==> src/hdl/srhm_fifo.sv <==
// small register fifo used between front and back and on the result side
// depends on nothing
module srhm_fifo #(
  parameter int unsigned Width = 8,
  parameter int unsigned Depth = 2
) (
  input  logic             clk_i,
  input  logic             rst_ni,
  input  logic             push_i,
  input  logic [Width-1:0] wdata_i,
  output logic             full_o,
  input  logic             pop_i,
  output logic [Width-1:0] rdata_o,
  output logic             empty_o
);

  localparam int unsigned PtrW = (Depth > 1) ? $clog2(Depth) : 1;
  localparam int unsigned CntW = $clog2(Depth + 1);

  logic [Width-1:0] mem_q [Depth];
  logic [PtrW-1:0]  wr_q, wr_d, rd_q, rd_d;
  logic [CntW-1:0]  cnt_q, cnt_d;
  logic             do_push, do_pop;

  assign full_o  = (cnt_q == CntW'(Depth));
  assign empty_o = (cnt_q == '0);
  assign do_push = push_i && !full_o;
  assign do_pop  = pop_i && !empty_o;
  assign rdata_o = mem_q[rd_q];

  always_comb begin
    wr_d  = wr_q;
    rd_d  = rd_q;
    cnt_d = cnt_q;
    if (do_push) begin
      wr_d = (wr_q == PtrW'(Depth - 1)) ? '0 : wr_q + 1'b1;
    end
    if (do_pop) begin
      rd_d = (rd_q == PtrW'(Depth - 1)) ? '0 : rd_q + 1'b1;
    end
    if (do_push && !do_pop) begin
      cnt_d = cnt_q + 1'b1;
    end else if (do_pop && !do_push) begin
      cnt_d = cnt_q - 1'b1;
    end
  end

  always_ff @(posedge clk_i or negedge rst_ni) begin
    if (!rst_ni) begin
      wr_q  <= '0;
      rd_q  <= '0;
      cnt_q <= '0;
    end else begin
      wr_q  <= wr_d;
      rd_q  <= rd_d;
      cnt_q <= cnt_d;
    end
  end

  always_ff @(posedge clk_i) begin
    if (do_push) begin
      mem_q[wr_q] <= wdata_i;
    end
  end

endmodule

==> config.mk <==
export PLATFORM = sky130hd
export DESIGN_NAME = srhm_fifo
export DESIGN_NICKNAME = d
export VERILOG_FILES = /design/src/hdl/srhm_fifo.sv
export SDC_FILE = /design/constraint.sdc
export NUM_CORES = 1
export LEC_CHECK = 0
export ABC_AREA = 1
export BUFFER_PORTS_ARGS = -buffer_cell sky130_fd_sc_hd__buf_2
export CAP_MARGIN = 10
export CORE_ASPECT_RATIO = 0.6
export CORE_MARGIN = 4
export CORE_UTILIZATION = 30
export DETAILED_ROUTE_END_ITERATION = 12
export PLACE_DENSITY_LB_ADDON = 0.15
export SLEW_MARGIN = 20
export SYNTH_ARGS = -nofsm -noshare
export SYNTH_HDL_FRONTEND = slang
export SYNTH_SLANG_ARGS = --single-unit
==> constraint.sdc <==
create_clock -name clk_i -period 1.2 [get_ports clk_i]
set_input_delay 0.12 -clock clk_i [delete_from_list [all_inputs] [get_ports clk_i]]
set_output_delay 0.12 -clock clk_i [all_outputs]
set_load 0.1 [all_outputs]
## After elaboration in Yosys (flattened, before gate mapping)

Memories as Yosys holds them, arrays and structs flattened.
Cells that the tools add are included.

| storage, ports and cells | value |
|---|---|
| memories | 1 |
| memory bits (read-only) | 0 |
| input bits | 12 |
| logic and storage cells | 25 |
| flip-flop bits (word level) | 4 |
| bits in writable memories | 16 |
| output and inout port bits | 10 |
| latch bits | 0 |

| operators by class | value |
|---|---|
| reductions and logical operators | 10 |
| shifts and indexed selects | 0 |
| div/mod/pow operators | 0 |
| equal/unequal tests | 1 |
| bitwise logic cells | 0 |
| muxes and demuxes | 6 |
| magnitude comparators | 0 |
| $mul | 0 |
| add/subtract/negate cells | 4 |

Memories:

| name | words | bits a word | rd ports | clocked after Yosys merged registers in | write ports | RTL line | source |
|---|---|---|---|---|---|---|---|
| mem_q | 2 | 8 | 1 | 0 | 1 | 20 | `logic [Width-1:0] mem_q [Depth];` |

Operators with widths:

| operator | number |
|---|---|
| 1-bit logical AND | 4 |
| 1-bit zero test | 4 |
| 1-bit two-way mux | 4 |
| 2-bit two-way mux | 2 |
| 1-bit adder (second input constant) | 2 |
| 2-bit by 1-bit adder with 2-bit output (second input constant) | 1 |
| 2-bit == test (second input constant) | 1 |
| 2-bit zero test | 1 |
| 2-bit nonzero test | 1 |
| 2-bit by 1-bit subtractor with 2-bit output (second input constant) | 1 |

## Logic depth before layout (Yosys ltp)

| depth | value |
|---|---|
| depth in word-level cells | 7 |
| mapped depth | 9 |
| mapped depth without buffers | 9 |

## Least setup slack after synthesis

OpenSTA, ideal clock, no wires.

| timing | value |
|---|---|
| path type | reg-to-reg |
| start point | register cnt_q[0] |
| end point | register rd_q |
| clock period less this slack | 2100 ps |
| setup time | 119 ps |
| buffers on the path | 0 |
| slack | -900 ps |
| cell stages (with the launch flop) | 4 |
| arrival time | 1981 ps |
| required time | 1081 ps |
| cell sequence | dfrtp_1 > nor2_1 > nand3b_1 > nand2_1 |

| between the ends | value |
|---|---|
| word-level cells in the longest chain between the ends | 3 |

Ends and longest elaborated chain:

| item | RTL line | source |
|---|---|---|
| from (decl) | 22 | `logic [CntW-1:0] cnt_q, cnt_d;` |
| from (signal assigned) | 56 | `cnt_q <= cnt_d;` |
| 2-bit zero test | 26 | `assign empty_o = (cnt_q == '0);` |
| via empty_o | 14 | `output logic empty_o` |
| 1-bit zero test | 28 | `assign do_pop = pop_i && !empty_o;` |
| 1-bit logical AND | 28 |  |
| to (signal assigned) | 55 | `rd_q <= rd_d;` |
| to (decl) | 21 | `logic [PtrW-1:0] wr_q, wr_d, rd_q, rd_d;` |

The timed path passes the listed nets, and every way through them passes these cells.
A chain may end at the register's enable or synchronous reset.

## Worst setup path after layout

| timing | value |
|---|---|
| start point | register cnt_q[0] |
| end point | output port full_o |

| between the ends | value |
|---|---|
| word-level cells in the longest chain between the ends | 1 |

Ends and longest elaborated chain:

| item | RTL line | source |
|---|---|---|
| 2-bit == test | 25 | `assign full_o = (cnt_q == CntW'(Depth));` |
| to (decl) | 11 | `output logic full_o,` |

No other way between the ends.

==> metrics <==
share of the synthesized area in the top cell type 59.4%; Iter 0 DRT Violations 21; Die Span X 75.1 µm; Critical Path Start Type register; CTS sink count 20; failing checks setup timing; Final Core Density 55.3%; Worst Path Arrival 1160 ps; syn nets 86; Max clock buf depth 2; Mapped Avg Cell Area 11.1 µm²; root cell of the clock tree clkbuf_8; Area Overhead vs Synth 73.4%; nets@finish 124; finished layout cell area 1400 µm²; Worst Tran Pin Value 309 ps; fill count 205; clock skew 4.93 ps; Fmax achieved 0.780 GHz; Hold WS 54.3 ps; Clk Latency, worst-skew pair 250 ps; Clk pin slew, worst setup/hold paths 70 ps; largest net degree at the start of global routing 12; antenna violations before repair 0; core area 2540 µm²; Ant. Diodes 0; drt pass-1 iters 4; die area 3620 µm²; Yosys top cell by area edfxtp_1; max-slew violation count 0; first-pass GRT wire length 2620 µm; number of port buffers 21; synth warn 0; Worst slew margin 79.1%; min-delay src wdata_i[2]; Remaining Overflow, GRT 0; DRC violations left 0; FF-to-FF setup slack -70 ps; hold crit path type input pin to register; Synth area leaders edfxtp_1 (59%), nand2_1 (15%), dfrtp_1 (12%), inv_1 (3.2%), ha_1 (1.5%); final-report setup violation count 27; worst-path maximum fanout 5; worst endpoint required time 1080 ps; Fin. Hold Viols 0; RSZ-0062 raised after global routing true; Hold Crit Depth 1; Register-to-Register Path Depth 6; vias in the first global route 579; hold-critical path endpoint mem_q[0][2]; Final ANT Viol Nets 0; fin crit period 1280 ps; Mapped Cells 73; commonest cells after routing, fill and taps aside nand2_1 (17), edfxtp_1 (16), buf_2 (11); outcome complete, but fails checks; Tcrit/Tclk final 107%; Routed Wire Length 1570 µm; type of the worst setup path register to output pin; Die Height 48.2 µm; dpl hpwl 1130 µm; DP Area 1170 µm²; DR WL/cell 11.1 µm; Synth Cell Area 810 µm²; Max Cap Viol 0; Num CTS Buffers 3; PnR worst setup slack -82.9 ps; gpl congestion 0.771; Initial Util 31.9%; commonest non-fill, non-tap cell in the layout nand2_1; r2r startpoint cnt_q[1]; vias post-DR 591; CTS tree done; post-synthesis cell type count 14; Via density 4.16; IO Pins 22; fraction of layout cells with a size suffix above 1 60.0%; CTS H-Tree Depth 1; FF+latch count, synth 20; RR Endpoint mem_q[0][6]; Global Route Usage Sum 10.3%; FP Rows 14; Place WS -174 ps; Worst Setup End Kind output pin; sequential share of the synthesized area 71.7%
[worst max-delay path, cell delays in order, from the launching register on]
cell,delay (ps)
dfrtp_2,460
nor2_4,170
buf_6,120
buf_12,160
[cell usage after synthesis]
master / count
inv_2: 1
o21ai_0: 2
xnor2_1: 1
nand2_1: 33
nand3_1: 1
nor2_2: 2
dfrtp_1: 4
edfxtp_1: 16
nor2_1: 2
buf_2: 1
inv_1: 7
ha_1: 1
nand4_1: 1
nand3b_1: 1
[through the flow]
step	cells	TNS, ps
global route	142	-3250
global placement	130	-1120
CTS	140	-1110
floorplan	73	-3670
detailed placement	130	-1750
finish	142	-1580
[sequential cells by signal, summed over array words and instances, names as in the netlist]
signal / cells
mem_q: 16
cnt_q: 2
rd_q: 1
wr_q: 1
[how the worst max path moves through the flow]
stage	cells after the start	start	end	slack (ps)
after detailed placement	6	cnt_q[0]	cnt_q[1]	-170
after global routing	4	cnt_q[1]	full_o	-150
after CTS	3	cnt_q[0]	empty_o	-80
after floorplan	8	cnt_q[1]	cnt_q[1]	-480
after global placement	6	cnt_q[0]	cnt_q[1]	-160
final	3	cnt_q[0]	full_o	-80
[cell families after synthesis]
logic type,count (synthesis),share of synthesized area (%)
AOI/OAI and AO/OA,2,1.24
xor gates and xnor gates,1,1.08
DFF,20,71.7
adders and majority gates,1,1.55
buffers and inverters,9,4.33
and+or+nand+nor,40,20.1
[timing repair]
item | 4_1_cts | 5_1_grt
hold buffers | 1 | 0
endpoints found under the setup margin | 28 | 28
hold endpoints to repair | 4 | 0
gates resized for setup | 19 | 15
pin swaps | 3 | 7
gates cloned | 0 | 0
buffers inserted | 5 | 2
[layer usage]
layer  global-route usage (%)  share of wire, %  up-vias  routed length, µm
met2                     14.7                48       14                752
met4                     3.19                 0        0                  0
met1                     13.5                45      267                711
li1                         -                 -      310                  -
met3                     5.35               7.0        0                110
met5                        0                 0        -                  0
[area by class of cell]
type                       instances  area [µm²]  area share [%]
tap                               32        40.0            2.85
sequential                        20         583            41.5
inverter                           8        42.5            3.03
multi-input combinational         44         305            21.7
clock buffer                       4        55.1            3.92
timing repair buffer              34         378            26.9
Power is left out: the tool's default activity adds up to more than one toggle a clock period on the data nets, which glitch-free logic cannot reach.
