<file path="config.mk">
export PLATFORM = sky130hd
export DESIGN_NAME = srhm_front
export DESIGN_NICKNAME = d
export VERILOG_FILES = /design/src/hdl/srhm_pkg.sv /design/src/hdl/srhm_front.sv
export SDC_FILE = /design/constraint.sdc
export NUM_CORES = 1
export LEC_CHECK = 0
export BUFFER_PORTS_ARGS = -buffer_cell sky130_fd_sc_hd__clkbuf_2
export CAP_MARGIN = 5
export CORE_ASPECT_RATIO = 1.5
export CORE_MARGIN = 1
export CORE_UTILIZATION = 30
export CTS_BUF_LIST = sky130_fd_sc_hd__clkbuf_4
export CTS_CLUSTER_DIAMETER = 50
export DETAILED_ROUTE_END_ITERATION = 8
export PLACE_DENSITY = 0.62
export SLEW_MARGIN = 10
export SYNTH_ARGS = -nofsm -noshare
export SYNTH_HDL_FRONTEND = slang
export SYNTH_SLANG_ARGS = --single-unit
</file>
<file path="constraint.sdc">
create_clock -name clk_i -period 21.4 [get_ports clk_i]
set_input_delay 3.21 -clock clk_i [delete_from_list [all_inputs] [get_ports clk_i]]
set_output_delay 3.21 -clock clk_i [all_outputs]
set_load 0.02 [all_outputs]
</file>
<file path="src/hdl/srhm_pkg.sv">
// package for the sensor rate and health monitor
// types, codes, field widths and reset values shared by the srhm front, back and top modules
// no dependencies
package srhm_pkg;

  localparam int unsigned DefWindowDepth = 256;
  localparam int unsigned DefSensorCount = 4;
  localparam int unsigned DefTimeBits    = 48;

  localparam int unsigned PeriodW  = 34;
  localparam int unsigned FracW    = 9;
  localparam int unsigned CfgIdxW  = 3;
  localparam int unsigned CfgDataW = 34;
  localparam int unsigned SelW     = 2;
  localparam int unsigned IdxW     = 3;
  localparam int unsigned StatW    = 2;
  localparam int unsigned ReasonW  = 3;
  localparam int unsigned OutCntW  = 9;
  localparam int unsigned ErrW     = 9;
  localparam int unsigned CauseW   = 2;
  localparam int unsigned Q8Shift  = 8;

  localparam logic [PeriodW-1:0] WindowReset   = 34'd1000000000;
  localparam logic [FracW-1:0]   HealthyReset  = 9'd205;
  localparam logic [FracW-1:0]   DegradedReset = 9'd128;
  localparam logic [PeriodW-1:0] GraceReset    = 34'd2000000000;
  localparam logic [ErrW-1:0]    Q8One         = 9'd256;
  localparam logic [OutCntW-1:0] OutCntMax     = 9'd511;

  typedef enum logic [CfgIdxW-1:0] {
    CFG_WINDOW   = 3'd0,
    CFG_HEALTHY  = 3'd1,
    CFG_DEGRADED = 3'd2,
    CFG_GRACE    = 3'd3,
    CFG_PERIOD0  = 3'd4,
    CFG_PERIOD1  = 3'd5,
    CFG_PERIOD2  = 3'd6,
    CFG_PERIOD3  = 3'd7
  } cfg_idx_e;

  typedef enum logic [StatW-1:0] {
    ST_UNKNOWN  = 2'd0,
    ST_HEALTHY  = 2'd1,
    ST_DEGRADED = 2'd2,
    ST_FAULT    = 2'd3
  } status_e;

  typedef enum logic [ReasonW-1:0] {
    RS_NONE_SEEN   = 3'd0,
    RS_NORMAL      = 3'd1,
    RS_DEGRADED    = 3'd2,
    RS_RATE_LOW    = 3'd3,
    RS_AGE_HIGH    = 3'd4,
    RS_ALL_UNKNOWN = 3'd5
  } reason_e;

  typedef enum logic {
    KIND_ARRIVE = 1'b0,
    KIND_TICK   = 1'b1
  } kind_e;

  typedef enum logic [2:0] {
    BK_IDLE,
    BK_PR_CHECK,
    BK_PR_CMP,
    BK_EV_MUL,
    BK_EV_DIV,
    BK_EV_EMIT,
    BK_SUMMARY
  } back_state_e;

  function automatic logic [PeriodW-1:0] period_reset(input int unsigned idx);
    logic [PeriodW-1:0] val;
    case (idx)
      0:       val = 34'd100000000;
      1:       val = 34'd10000000;
      2:       val = 34'd100000000;
      3:       val = 34'd20000000;
      default: val = '0;
    endcase
    return val;
  endfunction

endpackage

</file>
<file path="src/hdl/srhm_front.sv">
// front end: takes input transactions, drops the ones with no effect and
// works out the prune cutoff; depends on srhm_pkg
module srhm_front #(
  parameter int unsigned SensorCount = srhm_pkg::DefSensorCount,
  parameter int unsigned TimeBits    = srhm_pkg::DefTimeBits
) (
  input  logic                         clk_i,
  input  logic                         rst_ni,
  input  logic                         push_i,
  output logic                         full_o,
  input  logic                         mode_i,
  input  logic [srhm_pkg::SelW-1:0]    sel_i,
  input  logic [TimeBits-1:0]          now_i,
  input  logic [srhm_pkg::PeriodW-1:0] grace_i,
  input  logic [srhm_pkg::PeriodW-1:0] win_i,
  output logic                         cmd_valid_o,
  output logic [2*TimeBits+srhm_pkg::SelW:0] cmd_o,
  input  logic                         cmd_full_i
);
  import srhm_pkg::*;

  localparam int unsigned CmdW = 2 * TimeBits + SelW + 1;
  localparam int unsigned GW   = (TimeBits > PeriodW) ? TimeBits : PeriodW;

  logic            valid_q, valid_d;
  logic [CmdW-1:0] cmd_q, cmd_d;
  logic            ready, accept, keep;
  kind_e           kind;
  logic [TimeBits-1:0] cutoff;

  assign ready  = !valid_q || !cmd_full_i;
  assign full_o = !ready;
  assign accept = push_i && ready;
  assign kind   = mode_i ? KIND_TICK : KIND_ARRIVE;

  always_comb begin
    if (kind == KIND_TICK) begin
      // ticks inside the startup grace time do nothing
      keep = !(GW'(now_i) < GW'(grace_i));
    end else begin
      keep = (32'(sel_i) < SensorCount);
    end
    if (GW'(now_i) >= GW'(win_i)) begin
      cutoff = TimeBits'(GW'(now_i) - GW'(win_i));
    end else begin
      cutoff = '0;
    end
  end

  always_comb begin
    valid_d = valid_q && cmd_full_i;
    cmd_d   = cmd_q;
    if (accept && keep) begin
      valid_d = 1'b1;
      cmd_d   = {kind, sel_i, cutoff, now_i};
    end
  end

  assign cmd_valid_o = valid_q;
  assign cmd_o       = cmd_q;

  always_ff @(posedge clk_i or negedge rst_ni) begin
    if (!rst_ni) begin
      valid_q <= 1'b0;
    end else begin
      valid_q <= valid_d;
    end
  end

  always_ff @(posedge clk_i) begin
    cmd_q <= cmd_d;
  end

endmodule

</file>
Word-level counts from Yosys, hierarchy flattened. Cells that the tools add are included.

Add/subtract/negate cells: 1. Order comparisons: 2. Mux-type cells: 3. Reduce and logical (&&, ||, !) cells: 8.

Operators with widths (number): greater-or-equal comparator 48 x 34 -> 1 bit (1); < comparator 48 x 34 -> 1 bit (1); subtractor 48 x 34 -> 48 bit (1); logical NOT 1 bit (4); logical AND 1 bit (3); 2-to-1 mux 1 bit (3); logical OR 1 bit (1).

Flip-flop bits (word level): 100. Input bits: 123. Output and inout port bits: 101. Logic and storage cells: 17.

Longest topological paths before layout. Gate-level depths: netlist of the first run.

Depth after elaboration: 5. Gate-level depth with buffers: 13. Mapped depth without buffers: 11.

Worst setup path before layout of the first run. Ideal clock, no wire load.

Path type: input port to flip-flop. From: in grace_i[9] (netlist name). To: reg cmd_q[0], in the netlist cmd_o[0] (enable). Data arrival time: 11.194 ns. Required time: 20.707 ns. Setup slack: 9.513 ns. Stages: 8. Path buffers: 0. Path through: inv_1 > ha_1 > a21o_1 > a211oi_1 > a211oi_1 > a211oi_1 > a311o_1 > o21ai_0.

Word-level cells in the longest chain between the ends: 4.

RTL lines: start: declaration (RTL line srhm_front.sv:14) `input logic [srhm_pkg::PeriodW-1:0] grace_i,`; < comparator 48 x 34 -> 1 bit (RTL line srhm_front.sv:39) `keep = !(GW'(now_i) < GW'(grace_i));`; logical NOT 1 bit (RTL line srhm_front.sv:39); 2-to-1 mux 1 bit (RTL line srhm_front.sv:37) `if (kind == KIND_TICK) begin`; logical AND 1 bit (RTL line srhm_front.sv:53) `if (accept && keep) begin`; end signal: assignment (RTL line srhm_front.sv:71) `cmd_q <= cmd_d;`; end: declaration (RTL line srhm_front.sv:26) `logic [CmdW-1:0] cmd_q, cmd_d;`.

Every way passes these cells. A chain may end at the register's enable or synchronous reset.

Worst setup path in the final report of the first run.
From: in cmd_full_i. To: out full_o.

Word-level cells in the longest chain between the ends: 3.

RTL lines: start: declaration (RTL line srhm_front.sv:18) `input logic cmd_full_i`; logical NOT 1 bit (RTL line srhm_front.sv:31) `assign ready = !valid_q || !cmd_full_i;`; logical OR 1 bit (RTL line srhm_front.sv:31); logical NOT 1 bit (RTL line srhm_front.sv:32) `assign full_o = !ready;`; end: declaration (RTL line srhm_front.sv:10) `output logic full_o,`.

Every way passes these cells.

==> results of run 1 <==
## sequential cells by signal (all words and copies together) (netlist names)
register,count
cmd_valid_o,1
cmd_o,99
## worst min-delay path, delay by kind of cell, from the launching register on
family | cells | cell delay (ns)
buffers and inverters | 1 | 0.08
AO/OA/AOI/OAI | 2 | 0.10
AND/OR/NAND/NOR | 1 | 0.09
flip-flops | 1 | 0.39
## per-stage QoR
step	power (W)	hold slack, ns
6_report	0.000482	0.679
5_1_grt	0.000513	0.752
4_1_cts	0.000491	0.682
3_5_place_dp	0.000389	0.646
3_3_place_gp	0.000387	0.638
2_1_floorplan	0.000339	0.845
## worst max path at each step
stage                from  endpoint
2_1_floorplan  grace_i[9]  cmd_o[0]
3_3_place_gp     now_i[9]  cmd_o[0]
3_5_place_dp     now_i[9]  cmd_o[3]
4_1_cts        cmd_full_i    full_o
5_1_grt        cmd_full_i    full_o
6_report       cmd_full_i    full_o
## logic make-up after synthesis
kind of cell	share of synthesized area, %
buffers and inverters	5.88
adder cells (fa/ha/maj)	13.1
XOR/XNOR	3.20
flip-flops	45.6
multiplexers	1.18
AO/OA/AOI/OAI	16.3
AND/OR/NAND/NOR	14.8
## synthesized netlist by cell type (3+ instances only)
library cell and number:
ha_1 67, nand2_1 36, nor3_1 21, or4_1 9, buf_2 5, nor2b_1 8
nor4_1 6, o31ai_1 7, clkbuf_1 9, a21o_1 25, nand4_1 14, edfxtp_1 99
a31oi_1 7, and4_1 3, or3_1 3, mux2_2 6, o21bai_1 5, xor2_1 10
xnor2_1 14, and2_1 5, inv_1 82, a21boi_0 4, nor2_1 53, o21a_1 6
a21oi_1 47, nand2b_1 5, o21ai_0 32, nand3_1 11, a211oi_1 6, o211ai_1 4
## metal layers
metal | GRT usage [%] | vias up
met3 | 3.23 | 27
met4 | 6.29 | 0
met2 | 32.1 | 157
li1 | - | 2844
met5 | 0 | -
met1 | 17.5 | 2647
## area by class of cell
| class | count | area, µm² | share of cell area, % |
|---|---|---|---|
| multi-input combinational | 453 | 3200 | 39.5 |
| sequential | 100 | 3000 | 37.0 |
| timing repair buffer | 225 | 1130 | 13.9 |
| tap | 272 | 340 | 4.19 |
| inverter | 83 | 312 | 3.84 |
| clock buffer | 9 | 67.6 | 0.833 |
| clock inverter | 7 | 58.8 | 0.725 |
| antenna | 2 | 5.00 | 0.0617 |
## power groups by stage
| stage | clock, W | combinational [W] | sequential [W] |
|---|---|---|---|
| CTS | 0.000106 | 0.000145 | 0.000240 |
| detailed placement | 0 | 0.000144 | 0.000244 |
| global route | 0.000111 | 0.000160 | 0.000241 |
| global placement | 0 | 0.000142 | 0.000244 |
| finish | 0.0000999 | 0.000143 | 0.000239 |
| floorplan | 0 | 0.0000741 | 0.000265 |
==> impl_metrics.toml, run 1 <==
[run_status]
status = "completed"

[sta]
period_share_pct = 31.8
fin_crit_ns = 6.81
max_freq_mhz = 147
final_max_slew_viol_count = 0
setup-violations-final = 0
clock_skew_ns = 0.0218
rsz0062_at_grt = "false"
max_slew_margin_pct = 24.9
worst_slew_pin_slew_ns = 1.13
setup-tns-final_ns = 0
worst_slack_ns = 14.59
finalHoldViolations = 0

[floorplan]
core.rowCount = 66
ios = 224
core-area_um2 = 21600
dieArea_um2 = 22500
start_util_pct = 30.5
die_h_um = 183
die_x_um = 123

[cells_and_area]
layout_commonest_cell = "clkbuf_2"
layout_common_cells = "223 x clkbuf_2, 99 x edfxtp_1, 82 x inv_1"
stdcell_area_um2 = 8110
fin_cells = 1151
area_delta_synth_final_pct = 23.4
drive_above_1_share_pct = 29.4
fill_cells = 2219
fin_util_pct = 37.6
final_net_count = 1063

[power_and_ir_drop]
p_int_w = 0.000315
switching_share_pct = 34.7
ir_worst_vdd_mv = 0.0225
p_switching_w = 0.000167
power_per_cell_area_nw_per_um2 = 59.5
power_frac_comb_pct = 29.6
clkPwrFrac_pct = 20.7
p_leak_nw = 3.80
p_seq_share_pct = 49.6

[global_routing]
grt_max_degree = 85
grt_pass1_vias = 5465
gr-total-overflow = 0
grt_pass1_wl_mm = 28.2
gr-usage-all-layers_pct = 16.8
antenna_found_initial = 2

[place]
pre_cts_ws_ns = 14.52
hpwl_mm = 14.9
dp.cells = 1133
placed_area_um2 = 7980
port_buffers = 223
place_congestion = 0.856

[setup_path]
worst-setup-path-type = "in2out"
crit_family = "buffers and inverters"
reg2reg_from = "cmd_valid_o"
crit_path_end_kind = "primary output"
reg2reg_depth = 4
r2r-end = "cmd_o[69]"
reg2reg_slack_ns = 18.87
cp_slowest_cell = "clkbuf_2"
crit_buf_inv = 3
start_kind = "input port"
critPathMaxFanout = 3
path_cells = "clkbuf_2, nand2_1, inv_1, clkbuf_2"
cp_common_cell = "clkbuf_2"
crit_required_ns = 18.19
cp.depth = 4
critPathArrivalTime_ns = 3.60
cp_slowest_stage_delay_ns = 0.16

[yosys]
synth_top_cell_area_share_pct = 45.2
syn-cell-area_um2 = 6570
synth_edf_count = 99
syn-num-nets = 843
yosysTopAreaCell = "edfxtp_1"
ys_seq_elements = 100
ys_types = 64
yosys_most_used_dff = "edfxtp_1"
syn_avg_cell_area_um2 = 10.1
ys_seq_area_share_pct = 45.6
async_flop_share_pct = 1.00
ys_top_cells_by_area = "edfxtp_1 45%, ha_1 13%, inv_1 4.7%"
synthCells = 652
ys_warn_count = 0

[detailed_routing]
dr.pass1.iters = 5
first_iter_violations = 288
dr_wl_met3_um = 820
wire_per_inst_um = 16.2
wirelength_mm = 18.7
ant_nets = 0
vias_per_cell = 4.93
routed.top_layer = "met4"
drc_errors = 0
wl_met1_mm = 6.95
num_vias = 5675
met2WireLength_mm = 10.4

[run]
drv_cap = 0

[cts]
root_buffer = "clkbuf_4"
numCtsBuffers = 9
ctsHtreeMaxLevel = 3
clock_latency_ns = 0.49
cts.sinks = 100
postCtsHoldBufs = 0
post_cts_buffers = 0
cts_buffer_depth = 2
cts_tree = "done"
post_cts_resized = 0
clkTransAtPathRegs_ns = 0.17

[worst_hold_path]
hold_class = "reg2reg"
worstHoldEndpoint = "cmd_valid_o"
min_path_cells = 4
min_from = "cmd_valid_o"
Note: power is estimated with default switching activity, not from simulation.
==> inputs of run 2 (changes only) <==
PLACE_DENSITY = 0.64   (was 0.62)
clock period = 6 ns   (was 21.4 ns; I/O delays follow)
==> run 2 against run 1 <==
Net effect: die area stayed put; cell count unchanged; first-iteration DRC count decreased by 1.0%; combinational power increased to 3.6 times the previous value; flip-flop and latch count unchanged; core utilization up 0.070 points; non-clock buffer count up 1; sequential share of layout area fell by 0.068 points; critical path depth increased by 6; clock-buffer cell count did not move; design area up 0.19%; critical endpoint is now cmd_o[36].
==> impl_metrics.toml, run 2 (same netlist as run 1, synthesis figures left out) <==
[sta]
setup-violations-final = 0
setup-tns-final_ns = 0
fin_crit_ns = 3.90
hold_ws_ns = 0.151
finalHoldViolations = 0
worst_slack_ns = 2.10
period_share_pct = 65.0
final_max_slew_viol_count = 0
rsz0062_at_grt = "false"
max_freq_mhz = 256
max_slew_margin_pct = 47.4
clock_skew_ns = 0.0359
worst_slew_pin_slew_ns = 0.789

[detailed_routing]
ant_nets = 0
routed.top_layer = "met4"
dr_wl_met3_um = 867
first_iter_violations = 285
num_vias = 5742
wl_met1_mm = 7.10
wire_per_inst_um = 16.3
vias_per_cell = 4.99
wirelength_mm = 18.8
dr.pass1.iters = 4
met2WireLength_mm = 10.3
drc_errors = 0

[setup_path]
start_kind = "input port"
crit_buf_inv = 3
crit_required_ns = 6.16
crit_family = "compound AO/OA/AOI/OAI gates"
crit_path_end_kind = "register"
path_cells = "clkbuf_2, ha_1, a21o_1, a211oi_1, a211oi_1, a211oi_1, a311o_1, o21ai_4, buf_4, buf_4"
critPathMaxFanout = 57
cp_slowest_cell = "buf_4"
critPathArrivalTime_ns = 4.06
cp_common_cell = "a211oi_1"
worst-setup-path-type = "in2reg"
cp_slowest_stage_delay_ns = 0.70

[cts]
post_cts_resized = 0
post_cts_buffers = 0
clkTransAtPathRegs_ns = 0.17
ctsHtreeMaxLevel = 3
clock_latency_ns = 0.52
cts_tree = "done"
postCtsHoldBufs = 0
numCtsBuffers = 9
root_buffer = "clkbuf_4"
cts_buffer_depth = 2
cts.sinks = 100

[power_and_ir_drop]
power_per_cell_area_nw_per_um2 = 214
p_leak_nw = 3.81
ir_worst_vdd_mv = 0.0850

[global_routing]
grt_pass1_wl_mm = 28.4
antenna_found_initial = 1
gr-usage-all-layers_pct = 16.9
grt_max_degree = 58
gr-total-overflow = 0
grt_pass1_vias = 5508

[floorplan]
ios = 224
core.rowCount = 66
dieArea_um2 = 22500
core-area_um2 = 21600
die_x_um = 123
start_util_pct = 30.5
die_h_um = 183

[cells_and_area]
layout_commonest_cell = "clkbuf_2"
fin_cells = 1151
stdcell_area_um2 = 8130
final_net_count = 1064
largest_reg_flops = 99
drive_above_1_share_pct = 29.6
layout_common_cells = "223 x clkbuf_2, 99 x edfxtp_1, 82 x inv_1"
area_delta_synth_final_pct = 23.6

[run_status]
status = "completed"

[place]
port_buffers = 223
hpwl_mm = 15.1
dp.cells = 1134
placed_area_um2 = 7990
pre_cts_ws_ns = 1.42
place_congestion = 0.833

[worst_hold_path]
hold_class = "in2async"

[run]
drv_cap = 0
-- run 2: worst paths after layout --
path                                to  slack, ns  cells after the start        start
min reg2reg                cmd_valid_o       0.74                      4  cmd_valid_o
max in group asynchronous  cmd_valid_o       5.77                      1       rst_ni
min in group clk_i           cmd_o[96]       0.57                      1     sel_i[0]
max reg2reg                  cmd_o[36]       3.28                      5  cmd_valid_o
min                        cmd_valid_o       0.15                      1       rst_ni
max                          cmd_o[36]       2.10                     10     now_i[9]
-- run 2: cell type report --
| type | count | area, µm² |
|---|---|---|
| diodes | 1 | 2.50 |
| repair buffers | 226 | 1140 |
| clock buffers | 9 | 67.6 |
| multi-input cells | 453 | 3200 |
| clock inverters | 7 | 68.8 |
| flip-flops and latches | 100 | 3000 |
| inverters | 83 | 312 |
| fillers | 2231 | 13400 |
| well taps | 272 | 340 |
-- run 2: worst reg2reg max path, cell delays in order, from the launching register on --
cell and delay, ns:
dfrtp_1 0.40, nand2_1 0.12, nand4_1 0.16, o21ai_4 0.47
buf_4 0.48, buf_4 0.71
-- run 2: report_power, final --
group          internal [W]  switching [W]  leakage [nW]  total [W]
clock network     0.0000966       0.000277        0.0735   0.000374
registers          0.000839      0.0000148         0.953   0.000854
logic              0.000194       0.000319          2.78   0.000513
-- run 2: layer usage --
layer	up-vias	track usage, %
li1	2842	-
met5	-	0
met2	169	31.9
met3	30	3.11
met4	0	7.27
met1	2701	17.7
-- run 2: stage by stage --
stage	power [W]	utilization [%]
2_1_floorplan	0.00120	-
3_3_place_gp	0.00138	37.1
3_5_place_dp	0.00139	37.1
4_1_cts	0.00177	37.7
5_1_grt	0.00185	37.7
6_report	0.00174	37.7
==> inputs of run 3 (changes only) <==
ABC_AREA = 1   (was not set)
PLACE_DENSITY = 0.63   (was 0.64)
clock period = 3.41 ns   (was 6 ns; I/O delays follow)
==> run 3 against run 2 <==
Net effect: critical path depth is 6 higher; cell count is 50% higher; worst setup slack got worse by 0.97 ns; area after synthesis is 22% higher; total power rose by 88%; wire length is 31% higher; via count rose by 32%; clock-buffer cell count did not move; combinational power grew 110%; non-clock buffer count up 3; flip-flop and latch count is the same; sequential share of layout area fell by 6.1 points; critical endpoint is now cmd_o[95]; largest power group unchanged.
==> impl_metrics.toml, run 3 <==
[yosys]
syn_avg_cell_area_um2 = 6.97
synth_compound_area_share_pct = 3.79
syn-cell-area_um2 = 8050
ys_warn_count = 0
synth-adder-area-share_pct = 10.7
async_flop_share_pct = 1.00
yosysTopAreaCell = "edfxtp_1"
yosys.area_share.simple_pct = 31.6
ys_top_cells_by_area = "edfxtp_1 37%, nand2_1 17%, inv_1 13%"
synthMuxAreaShare_pct = 0
ys_seq_elements = 100
yosys_most_used_dff = "edfxtp_1"
synthCells = 1154
syn-num-nets = 1345
ys_seq_area_share_pct = 37.3
ys_types = 31
synth_common_cells = "375 x nand2_1, 274 x inv_1, 127 x nor2_1"
synth_top_family_by_area = "simple AND/OR/NAND/NOR gates"
yosys.area_share.xor_xnor_pct = 2.50
synth_edf_count = 99
yosys.cell_count.top_type = "nand2_1"
synth_top_cell_area_share_pct = 36.9

[floorplan]
dieArea_um2 = 27500
core-area_um2 = 26400
core.rowCount = 73
ios = 224
die_x_um = 136
die_h_um = 203
start_util_pct = 30.5

[worst_hold_path]
min_path_cells = 1
worstHoldEndpoint = "cmd_o[96]"
min_from = "sel_i[0]"
hold_class = "in2reg"

[global_routing]
gr-usage-all-layers_pct = 18.6
grt_pass1_wl_mm = 37.8
antenna_found_initial = 1
gr-total-overflow = 0
grt_max_degree = 84
grt_pass1_vias = 7443

[setup_path]
reg2reg_from = "cmd_valid_o"
critPathMaxFanout = 22
cp_slowest_stage_delay_ns = 0.41
worst-setup-path-type = "in2reg"
r2r-end = "cmd_o[96]"
reg2reg_depth = 6
start_kind = "input port"
path_cells = "clkbuf_2, inv_1, ha_1, fa_1, inv_1, nand2_1, nand2_1, nand3_1, nand2_2, nand2_1, nand2_2, nand2_1, nand4_2, buf_4, nand2_1, nor2_1"
cp_slowest_cell = "fa_1"
critPathArrivalTime_ns = 2.74
crit_path_end_kind = "register"
startpoint = "now_i[0]"
crit_required_ns = 3.86
cp_common_cell = "nand2_1"
reg2reg_slack_ns = 1.81

[cts]
ctsHtreeMaxLevel = 3
clock_latency_ns = 0.58
cts.sinks = 100
numCtsBuffers = 9
post_cts_buffers = 0
postCtsHoldBufs = 1
root_buffer = "clkbuf_4"
cts_buffer_depth = 2
cts_tree = "done"
post_cts_resized = 0
clkTransAtPathRegs_ns = 0.18

[cells_and_area]
layout_common_cells = "375 x nand2_1, 273 x inv_1, 223 x clkbuf_2"
layout_commonest_cell = "nand2_1"
area_delta_synth_final_pct = 20.9
largest_reg_flops = 99
final_net_count = 1580
drive_above_1_share_pct = 21.4

[place]
hpwl_mm = 20.8
port_buffers = 223
place_congestion = 0.876
pre_cts_ws_ns = 0.539

[detailed_routing]
num_vias = 7570
vias_per_cell = 4.37
dr.pass1.iters = 7
wirelength_mm = 24.5
wl_met1_mm = 9.07
first_iter_violations = 355
ant_nets = 0
wire_per_inst_um = 14.2
drc_errors = 0
routed.top_layer = "met4"
met2WireLength_mm = 13.0
dr_wl_met3_um = 871

[power_and_ir_drop]
power_per_cell_area_nw_per_um2 = 336
p_leak_nw = 5.54
ir_worst_vdd_mv = 0.170

[sta]
max_freq_mhz = 438
fin_crit_ns = 2.28
rsz0062_at_grt = "false"
clock_skew_ns = 0.0167
final_max_slew_viol_count = 0
setup-tns-final_ns = 0
max_slew_margin_pct = 66.6
period_share_pct = 67.0
setup-violations-final = 0
finalHoldViolations = 0
worst_slew_pin_slew_ns = 0.500
worst_slack_ns = 1.13

[run]
drv_cap = 0

[run_status]
status = "completed"
==> run 3: worst max-delay path by stage <==
stage | to | slack, ns
floorplan | cmd_o[0] | 0.13
global placement | cmd_o[96] | 0.59
detailed placement | cmd_o[95] | 0.54
CTS | cmd_o[88] | 1.18
global route | cmd_o[85] | 0.92
finish | cmd_o[95] | 1.13
==> run 3: cell families after synthesis <==
| logic type | Yosys count |
|---|---|
| AOI/OAI and AO/OA | 58 |
| and+or+nand+nor | 610 |
| DFF | 100 |
| buffers and inverters | 295 |
| adders and majority gates | 68 |
| xor gates and xnor gates | 23 |
==> run 3: stage by stage <==
step           instance area, µm²  hold slack [ns]  power [W]  instances  util [%]
2_1_floorplan                8050            0.216    0.00226       1154         -
3_3_place_gp                 9590            0.287    0.00265       1714      36.3
3_5_place_dp                 9590            0.290    0.00266       1714      36.3
4_1_cts                      9730           0.0636    0.00332       1731      36.9
5_1_grt                      9730           0.0772    0.00348       1732      36.9
6_report                     9730            0.114    0.00327       1732      36.9
==> run 3: layout make-up <==
class	count	area, µm²
Clock buffer	9	67.6
Tap cell	337	422
Fill cell	2867	16700
Inverter	290	1090
Clock inverter	7	63.8
Multi-Input combinational cell	759	3910
Antenna cell	1	2.50
Sequential cell	100	3000
Timing Repair Buffer	229	1180
==> run 3: worst max-delay path: cells and delay by family <==
family | cells | cell delay, ns
simple gates | 10 | 0.95
buf+inv | 4 | 0.63
fa+ha+maj | 2 | 0.63
==> run 3: per-layer routing <==
layer | GRT usage (%) | up-vias
met5 | 0 | -
met4 | 14.1 | 0
met3 | 2.67 | 67
met2 | 34.7 | 195
met1 | 18.2 | 3322
li1 | - | 3986
==> run 3: power breakdown <==
part           leakage (nW)  switching (W)  internal, W  total [W]
combinational          4.51       0.000733     0.000367    0.00110
sequential            0.958      0.0000258      0.00149    0.00151
clock                0.0670       0.000487     0.000165   0.000652
